## config.mk

```make
export PLATFORM = sky130hd
export DESIGN_NAME = nearest_palette_color_index_core
export DESIGN_NICKNAME = d
export VERILOG_FILES = /design/src/rtl/npci_pkg.sv /design/src/rtl/npci_dist.sv /design/src/rtl/npci_argmin.sv /design/src/rtl/nearest_palette_color_index_core.sv
export SDC_FILE = /design/constraint.sdc
export NUM_CORES = 2
export LEC_CHECK = 0
export ABC_AREA = 1
export BUFFER_PORTS_ARGS = -buffer_cell sky130_fd_sc_hd__buf_2
export CORE_UTILIZATION = 67
export CTS_CLUSTER_SIZE = 40
export DETAILED_ROUTE_END_ITERATION = 10
export PLACE_DENSITY = 0.84
export SYNTH_ARGS = -nofsm -noshare
export SYNTH_HDL_FRONTEND = slang
export SYNTH_SLANG_ARGS = --single-unit
```

## constraint.sdc

```tcl
create_clock -name i_clk -period 12.6 [get_ports i_clk]
set_input_delay 2.52 -clock i_clk [delete_from_list [all_inputs] [get_ports i_clk]]
set_output_delay 2.52 -clock i_clk [all_outputs]
set_load 0.01 [all_outputs]
```

## src/rtl/npci_pkg.sv

```systemverilog
`timescale 1ns / 1ps
`default_nettype none
// ----------------------------------------------------------------------------
// npci_pkg
// Shared types and constants for the nearest palette color index core:
// palette rom, channel and distance widths.
// ----------------------------------------------------------------------------
package npci_pkg;

    // palette geometry
    localparam int NUM_ENTRIES = 16;
    localparam int IDX_W       = $clog2(NUM_ENTRIES);
    localparam int CHAN_W      = 8;
    localparam int RGB_W       = 3 * CHAN_W;
    localparam int SQ_W        = 2 * CHAN_W;
    // three squares of 255 fit in 18 bits
    localparam int DIST_W      = SQ_W + 2;

    typedef logic [IDX_W-1:0]  t_index;
    typedef logic [RGB_W-1:0]  t_rgb;
    typedef logic [DIST_W-1:0] t_dist;

    // palette rom, 0xRRGGBB per index
    localparam t_rgb PALETTE [NUM_ENTRIES] = '{
        24'h000000, 24'h8b0000, 24'h006400, 24'hb5b820,
        24'h00008b, 24'h8b008b, 24'h008b8b, 24'hcccccc,
        24'h444444, 24'hff0000, 24'h00ff00, 24'hffff00,
        24'h0000ff, 24'hff00ff, 24'h00ffff, 24'hffffff
    };

endpackage : npci_pkg
`default_nettype wire

```

## src/rtl/npci_dist.sv

```systemverilog
`timescale 1ns / 1ps
`default_nettype none
// ----------------------------------------------------------------------------
// npci_dist
// Squared euclidean distance between a color and one palette entry:
// sum of the squared red, green and blue differences.
// ----------------------------------------------------------------------------
module npci_dist (
    input  wire npci_pkg::t_rgb  i_rgb,
    input  wire npci_pkg::t_rgb  i_ref,
    output npci_pkg::t_dist      o_dist
);
    import npci_pkg::*;

    logic [CHAN_W-1:0] a_chan [3];
    logic [CHAN_W-1:0] b_chan [3];
    logic [CHAN_W-1:0] diff   [3];
    logic [SQ_W-1:0]   sq     [3];

    // per channel absolute difference and square
    always_comb begin
        for (int c = 0; c < 3; c++) begin
            a_chan[c] = i_rgb[c*CHAN_W +: CHAN_W];
            b_chan[c] = i_ref[c*CHAN_W +: CHAN_W];
            diff[c]   = (a_chan[c] > b_chan[c]) ? (a_chan[c] - b_chan[c])
                                                : (b_chan[c] - a_chan[c]);
            sq[c]     = SQ_W'(diff[c]) * SQ_W'(diff[c]);
        end
    end

    // sum of the three squares
    assign o_dist = t_dist'(sq[0]) + t_dist'(sq[1]) + t_dist'(sq[2]);

endmodule : npci_dist
`default_nettype wire

```

## src/rtl/npci_argmin.sv

```systemverilog
`timescale 1ns / 1ps
`default_nettype none
// ----------------------------------------------------------------------------
// npci_argmin
// Compare tree over the palette distances, gives the index of the smallest.
// On a tie the lower index wins.
// ----------------------------------------------------------------------------
module npci_argmin (
    input  wire npci_pkg::t_dist  i_dist [npci_pkg::NUM_ENTRIES],
    output npci_pkg::t_index      o_index
);
    import npci_pkg::*;

    t_dist  lvl_d [IDX_W+1][NUM_ENTRIES];
    t_index lvl_i [IDX_W+1][NUM_ENTRIES];

    // pairwise tree, the right side wins only when strictly smaller
    always_comb begin
        for (int l = 0; l <= IDX_W; l++) begin
            for (int k = 0; k < NUM_ENTRIES; k++) begin
                lvl_d[l][k] = '0;
                lvl_i[l][k] = '0;
            end
        end
        for (int k = 0; k < NUM_ENTRIES; k++) begin
            lvl_d[0][k] = i_dist[k];
            lvl_i[0][k] = t_index'(k);
        end
        for (int l = 0; l < IDX_W; l++) begin
            for (int k = 0; k < (NUM_ENTRIES >> (l + 1)); k++) begin
                if (lvl_d[l][2*k+1] < lvl_d[l][2*k]) begin
                    lvl_d[l+1][k] = lvl_d[l][2*k+1];
                    lvl_i[l+1][k] = lvl_i[l][2*k+1];
                end else begin
                    lvl_d[l+1][k] = lvl_d[l][2*k];
                    lvl_i[l+1][k] = lvl_i[l][2*k];
                end
            end
        end
    end

    assign o_index = lvl_i[IDX_W][0];

endmodule : npci_argmin
`default_nettype wire

```

## src/rtl/nearest_palette_color_index_core.sv

```systemverilog
// An accepted color word passes the input, distance and result registers in order.
// Throughput: one word per cycle while the output is not backpressured.
// The distance stage holds 16 parallel distance units, one per palette entry.
// Backpressure stalls each stage only while its downstream register is full.
// Reset (synchronous, active low) clears the stage valid flags; no other state.
`timescale 1ns / 1ps
`default_nettype none
// ----------------------------------------------------------------------------
// nearest_palette_color_index_core
// Maps an rgba color word to the index of the nearest entry of a fixed
// 16-color palette by squared euclidean rgb distance; alpha is ignored.
// ----------------------------------------------------------------------------
module nearest_palette_color_index_core (
    input  wire                      i_clk,
    input  wire                      i_rst_n,
    input  wire                      i_valid,
    output logic                     o_ready,
    input  wire  [31:0]              i_color_rgba,
    output logic                     o_valid,
    input  wire                      i_ready,
    output npci_pkg::t_index         o_palette_index
);
    import npci_pkg::*;

    // stage registers
    logic   r_a_valid, r_b_valid, r_c_valid;
    t_rgb   r_rgb;
    t_dist  r_dist [NUM_ENTRIES];
    t_index r_index;

    logic   a_ready, b_ready, c_ready;
    t_dist  n_dist [NUM_ENTRIES];
    t_index n_index;

    // ready chain, a stage takes a word when it is empty or drains this cycle
    assign c_ready = !r_c_valid || i_ready;
    assign b_ready = !r_b_valid || c_ready;
    assign a_ready = !r_a_valid || b_ready;
    assign o_ready = a_ready;

    // input stage: keep rgb, drop alpha
    always_ff @(posedge i_clk) begin
        if (!i_rst_n) begin
            r_a_valid <= 1'b0;
        end else if (a_ready) begin
            r_a_valid <= i_valid;
        end
    end

    always_ff @(posedge i_clk) begin
        if (a_ready && i_valid) begin
            r_rgb <= i_color_rgba[31 -: RGB_W];
        end
    end

    // distance units, one per palette entry
    for (genvar g = 0; g < NUM_ENTRIES; g++) begin : g_dist
        npci_dist u_dist (
            .i_rgb  (r_rgb),
            .i_ref  (PALETTE[g]),
            .o_dist (n_dist[g])
        );
    end

    always_ff @(posedge i_clk) begin
        if (!i_rst_n) begin
            r_b_valid <= 1'b0;
        end else if (b_ready) begin
            r_b_valid <= r_a_valid;
        end
    end

    always_ff @(posedge i_clk) begin
        if (b_ready && r_a_valid) begin
            r_dist <= n_dist;
        end
    end

    // minimum search over registered distances
    npci_argmin u_argmin (
        .i_dist  (r_dist),
        .o_index (n_index)
    );

    always_ff @(posedge i_clk) begin
        if (!i_rst_n) begin
            r_c_valid <= 1'b0;
        end else if (c_ready) begin
            r_c_valid <= r_b_valid;
        end
    end

    always_ff @(posedge i_clk) begin
        if (c_ready && r_b_valid) begin
            r_index <= n_index;
        end
    end

    // result word
    assign o_valid         = r_c_valid;
    assign o_palette_index = r_index;

endmodule : nearest_palette_color_index_core
`default_nettype wire
```

-- Word level (Yosys, flattened, before mapping)
Cells that the tools add are included.
- bits in registers: 319
- logic and storage cells: 192
- $add $sub $neg: 61
- multipliers: 19
- $lt $le $gt $ge: 34
- multiplexer cells: 48
- reduce and logical (&&, ||, !) cells: 9
- operator list (operator ; count):
    $mul A8 B8 Y16 ; 19
    $add A18 B16 Y18 ; 16
    $lt A18 B18 Y1 ; 15
    $mux W18 ; 14
    $add A16 B16 Y17 ; 10
    $mux W8 ; 19
    $gt A8 B8 Y1 const B ; 11
    $sub A8 B8 Y8 const A ; 11
    $sub A8 B8 Y8 const B ; 11
    $gt A8 B7 Y1 const B ; 4
    $sub A7 B8 Y8 const A ; 4
    $sub A8 B7 Y8 const B ; 4
    $gt A8 B1 Y1 const B ; 3
    $sub A1 B8 Y8 const A ; 3
    $gt A8 B6 Y1 const B ; 1
    $mux W1 ; 8
    $mux W2 ; 4
    $sub A6 B8 Y8 const A ; 1
    $sub A8 B6 Y8 const B ; 1
    $mux W3 ; 2
    $mux W4 ; 1
    $logic_and A1 B1 Y1 ; 3
    $logic_not A1 Y1 ; 3
    $logic_or A1 B1 Y1 ; 3

-- Longest topological paths before layout
- depth after elaboration: 8
- mapped depth: 53
- depth with buffers taken out: 51

-- Cells and area by module
Synthesis repeated with hierarchy kept, for this count alone.
- cells, all modules: 19191
- area, all modules: 147300.0 µm²
- by module, submodules not included (module ; times used ; cells an instance ; area an instance (µm²)):
    npci_dist (g_dist[15].u_dist ...) ; 5 ; 1078 ; 8018.9
    npci_dist (g_dist[0].u_dist ...) ; 4 ; 1089 ; 8140.3
    npci_dist (g_dist[7].u_dist ...) ; 2 ; 1078 ; 7927.6
    nearest_palette_color_index_core ; 1 ; 337 ; 9635.5
    npci_argmin ; 1 ; 1529 ; 8937.3
    npci_dist (g_dist[5].u_dist) ; 1 ; 1082 ; 8111.5
    npci_dist (g_dist[14].u_dist) ; 1 ; 1092 ; 8106.5
    npci_dist (g_dist[10].u_dist) ; 1 ; 1088 ; 8026.4
    npci_dist (g_dist[9].u_dist) ; 1 ; 1082 ; 8003.9
    npci_dist (g_dist[6].u_dist) ; 1 ; 1079 ; 7967.6

-- Least setup slack after synthesis
No wires, ideal clock.
- path kind: flip-flop to flip-flop
- start: register r_rgb[8]
- end: register r_dist[143] (netlist bit) (data pin)
- library setup time: 0.258 ns
- data arrival time: 10.787 ns
- required time: 12.342 ns
- slack: 1.556 ns
- cell stages (with the launch flop): 46
- period minus slack after synthesis: 11.044 ns
- cells stage by stage: edfxtp_1 > clkbuf_1 > inv_1 > clkbuf_1 > clkbuf_1 > ha_1 > nand2_1 > o31ai_1 > buf_2 > nand2_1 > o21ai_0 > xor2_1 > nor2_1 > fa_1 > inv_1 > fa_1 > inv_1 > fa_1 > [... 10 more ...] > fa_1 > fa_1 > fa_1 > ha_1 > nand2_1 > o21ai_0 > a21oi_1 > o21bai_1 > a21oi_1 > o21bai_1 > nand2_1 > inv_1 > o21ai_0 > nand2_1 > a21oi_1 > nor2_1 > nor2_1 > xnor2_1
- word-level cells in the longest chain between the ends: 5
- elaborated cells between the ends (all ways): 7
- RTL lines (element ; line ; source):
    start: declaration ; nearest_palette_color_index_core.sv:27 ; t_rgb r_rgb;
    start signal: assignment ; nearest_palette_color_index_core.sv:52 ; r_rgb <= i_color_rgba[31 -: RGB_W];
    $sub A7 B8 Y8 (tied with other cells) ; npci_dist.sv:26 ; : (b_chan[c] - a_chan[c]);
    $mux W8 * ; npci_dist.sv:25 ; diff[c] = (a_chan[c] > b_chan[c]) ? (a_chan[c] - b_chan[c])
    $mul A8 B8 Y16 * ; npci_dist.sv:27 ; sq[c] = SQ_W'(diff[c]) * SQ_W'(diff[c]);
    $add A16 B16 Y17 * ; npci_dist.sv:32 ; assign o_dist = t_dist'(sq[0]) + t_dist'(sq[1]) + t_dist'(sq[2]);
    $add A18 B16 Y18 * ; npci_dist.sv:32 ;
    via g_dist[8].u_dist.o_dist[17] ; npci_dist.sv:11 ; output npci_pkg::t_dist o_dist
    end signal: assignment ; nearest_palette_color_index_core.sv:75 ; r_dist <= n_dist;
    end: declaration ; nearest_palette_color_index_core.sv:28 ; t_dist r_dist [NUM_ENTRIES];
Mark *: on every way through the listed nets, which the timed path passes. The rest lies on a longest branch.
A chain may end at the register's enable or synchronous reset.

-- Worst setup path after layout
- start: register r_rgb[6]
- end: register r_dist[142] (netlist bit) (data pin)
Same word-level chain as after synthesis.

==> flow_metrics.tcl <==
set metrics [dict create \
    status "complete, no violations" \
    yosysUniqueCellTypes 49 \
    fin_crit_ns 11.66 \
    syn-instance-count 7624 \
    clockBufferDepth 3 \
    critPathCaptureType "register" \
    hold_viol_final 0 \
    critPathMaxFanout 20 \
    h-tree-depth 2 \
    hp-start "r_b_valid" \
    synth_ff_type "edfxtp_1" \
    grt_max_degree 109 \
    core_area_um2 91800 \
    synthAdderAreaFrac_pct 43.4 \
    track_usage_pct 37.7 \
    grt-ovfl-total 0 \
    grt_pass1_wl_um 273000 \
    layout-drive-gt1-share_pct 2.68 \
    ys_seq_area_share_pct 14.4 \
    synth_compound_area_share_pct 10.3 \
    synth_mux_area_share_pct 0.145 \
    io_pins 42 \
    synth_seq_cells 300 \
    worst_pin_slew_ns 1.31 \
    setup.worst_path.start "r_rgb[6]" \
    critPathKind "register to register" \
    drtPass1Iterations 6 \
    grt_pass1_vias 51800 \
    antenna_found_initial 5 \
    root_buffer "clkbuf_16" \
    yosys.area_share.simple_pct 12.8 \
    hp-class "register to register" \
    arrival_ns 12.01 \
    yosys_warnings 0 \
    nets 9453 \
    synthTopCellsByCount "inv_1, ha_1, nand2_1" \
    yosysTopAreaCell "ha_1" \
    critical_path.max_stage_delay_ns 0.89 \
    cts_hold_buf 0 \
    crit_top_cell "fa_1" \
    vias 51800 \
    max_freq_mhz 85.8 \
    r2r_end "r_dist[142]" \
    route.detailed.drc 0 \
    reg2reg_depth 42 \
    whs_path_depth 2 \
    die_w_um 307 \
    worstReg2RegStart "r_rgb[6]" \
    hpwl_um 147000 \
    insertion_delay_ns 0.63 \
    postSynthAreaPerCell_um2 8.17 \
    ant_nets 0 \
    relSlewSlack_pct 12.6 \
    cts_tree "yes" \
    yosysMostFrequentCell "inv_1" \
    setup_viol 0 \
    finClkSkew_ns 0.0509 \
    rsz0062_at_grt "no" \
    hold-path-endpoint "o_valid" \
    rrSetupSlack_ns 0.94 \
    syn-cell-area_um2 62300 \
    rows 111 \
    cts_sinks 300 \
    cts_setup_buffers 0 \
    wl_um 176000 \
    synthXorXnorAreaFrac_pct 8.20 \
    synth_area_leaders "ha_1, fa_1, edfxtp_1, inv_1, xor2_1" \
    max_cap_violations 0 \
    cts_buffers 41 \
    synth_edf_count 297 \
    die_area_um2 94100 \
    yosysTopAreaCellShare_pct 22.9 \
    async_flop_share_pct 0 \
    dieHeight_um 307 \
    start_util_pct 67.8 \
    cts_resized 0 \
    hold_ws_ns 0.496 \
    portBuffers 33 \
    period_share_pct 92.5 \
    place_congestion 1.06 \
    crit_slowest_cell "edfxtp_1" \
    critical_path_required_ns 12.96 \
    start_kind "register" \
    vias_per_cell 5.81 \
    syn2layout_area_growth_pct 4.97 \
    synth_top_family_by_area "adder cells" \
    clk_pin_slew_ns 0.06 \
    fillers 6982 \
    setup_tns_ns 0 \
    drv_slew 0 \
    drt_iter0_markers 4866 \
    wl_per_cell_um 19.7 \
]
-- worst max path at each step --
| stage | endpoint | slack (ns) | cells past startpoint |
|---|---|---|---|
| 2_1_floorplan | r_dist[143] | 1.56 | 45 |
| 5_1_grt | r_dist[143] | 0.17 | 49 |
| 4_1_cts | r_dist[143] | 1.04 | 49 |
| 3_3_place_gp | r_dist[143] | 1.19 | 44 |
| 3_5_place_dp | r_dist[143] | 1.07 | 45 |
| 6_report | r_dist[142] | 0.94 | 42 |
-- state kept, by name, indices dropped and copies added, names as in the netlist --
signal	cells
o_palette_index	4
o_valid	1
r_a_valid	1
r_b_valid	1
r_dist	269
r_rgb	24
-- worst max-delay path, delay by kind of cell, from the launching register on --
family          cells  cell delay, ns
simple gates       10            1.19
fa+ha+maj          12            5.74
xor+xnor            3            1.03
flops               1            0.89
buf+inv             8            0.78
compound gates      9            1.78
-- per-layer routing --
layer | vias to the layer above | GRT usage (%) | routed length (um)
met4 | 6 | 25.2 | 13500
met3 | 646 | 6.57 | 15900
met2 | 2308 | 61.2 | 79700
li1 | 24200 | - | -
met1 | 24600 | 46.0 | 66300
met5 | - | 0 | 46
-- per-stage QoR --
step / area (um2) / instances / setup slack, ns / utilization [%]
after detailed placement: 63900 / 8842 / 1.07 / 69.7
after floorplan: 62300 / 7636 / 1.56 / -
after global routing: 65300 / 8916 / 0.167 / 71.2
after CTS: 65300 / 8916 / 1.04 / 71.2
after global placement: 63900 / 8842 / 1.19 / 69.7
final: 65300 / 8919 / 0.944 / 71.2
-- cell type report --
type	instances	area, um2	share of cell area, %
inverter	1669	6270	9.60
timing repair buffer	80	518	0.793
tap	1243	1560	2.38
clock inverter	31	355	0.544
clock buffer	43	1030	1.58
multi-input combinational	5550	46600	71.4
antenna	3	7.51	0.0115
sequential	300	8980	13.7
-- logic make-up (layout without fill, tap and decap cells) --
| logic type | count (synthesis) | after routing |
|---|---|---|
| compound gates | 1179 | 1179 |
| xor+xnor | 583 | 583 |
| fa+ha+maj | 1775 | 1775 |
| buf+inv | 1786 | 1823 |
| flops | 300 | 300 |
| mux | 9 | 9 |
| other cells | 2 | 17 |
| simple gates | 1990 | 1990 |
-- layout by cell type, fill, tap and decap left out, types with 8 or more instances in the layout --
| master | synthesis | routed |
|---|---|---|
| inv_1 | 1644 | 1643 |
| ha_1 | 1138 | 1138 |
| nand2_1 | 1027 | 1027 |
| nor2_1 | 695 | 695 |
| fa_1 | 637 | 637 |
| a21oi_1 | 578 | 578 |
| xor2_1 | 442 | 441 |
| o21ai_0 | 384 | 384 |
| edfxtp_1 | 297 | 297 |
| nand3_1 | 163 | 163 |
| xnor2_1 | 141 | 139 |
| o21bai_1 | 75 | 75 |
| buf_4 | 0 | 47 |
| clkbuf_16 | 0 | 41 |
| buf_2 | 10 | 33 |
| o21ai_1 | 29 | 29 |
| nand4_1 | 29 | 29 |
| a21o_1 | 27 | 27 |
| clkinv_1 | 19 | 23 |
| or2_2 | 23 | 23 |
| o31ai_1 | 18 | 18 |
| a211oi_1 | 14 | 14 |
| conb_1 | 2 | 14 |
| a31oi_1 | 13 | 13 |
| nor3_1 | 12 | 12 |
| o221ai_1 | 11 | 11 |
| o21a_1 | 10 | 10 |
| clkinvlp_4 | 0 | 10 |
| mux2i_1 | 9 | 9 |
| o211ai_1 | 9 | 9 |
| nor4_1 | 9 | 9 |
| nand3b_1 | 8 | 8 |
Power is left out: the tool's default activity adds up to more than one toggle a clock period on the data nets, which glitch-free logic cannot reach.
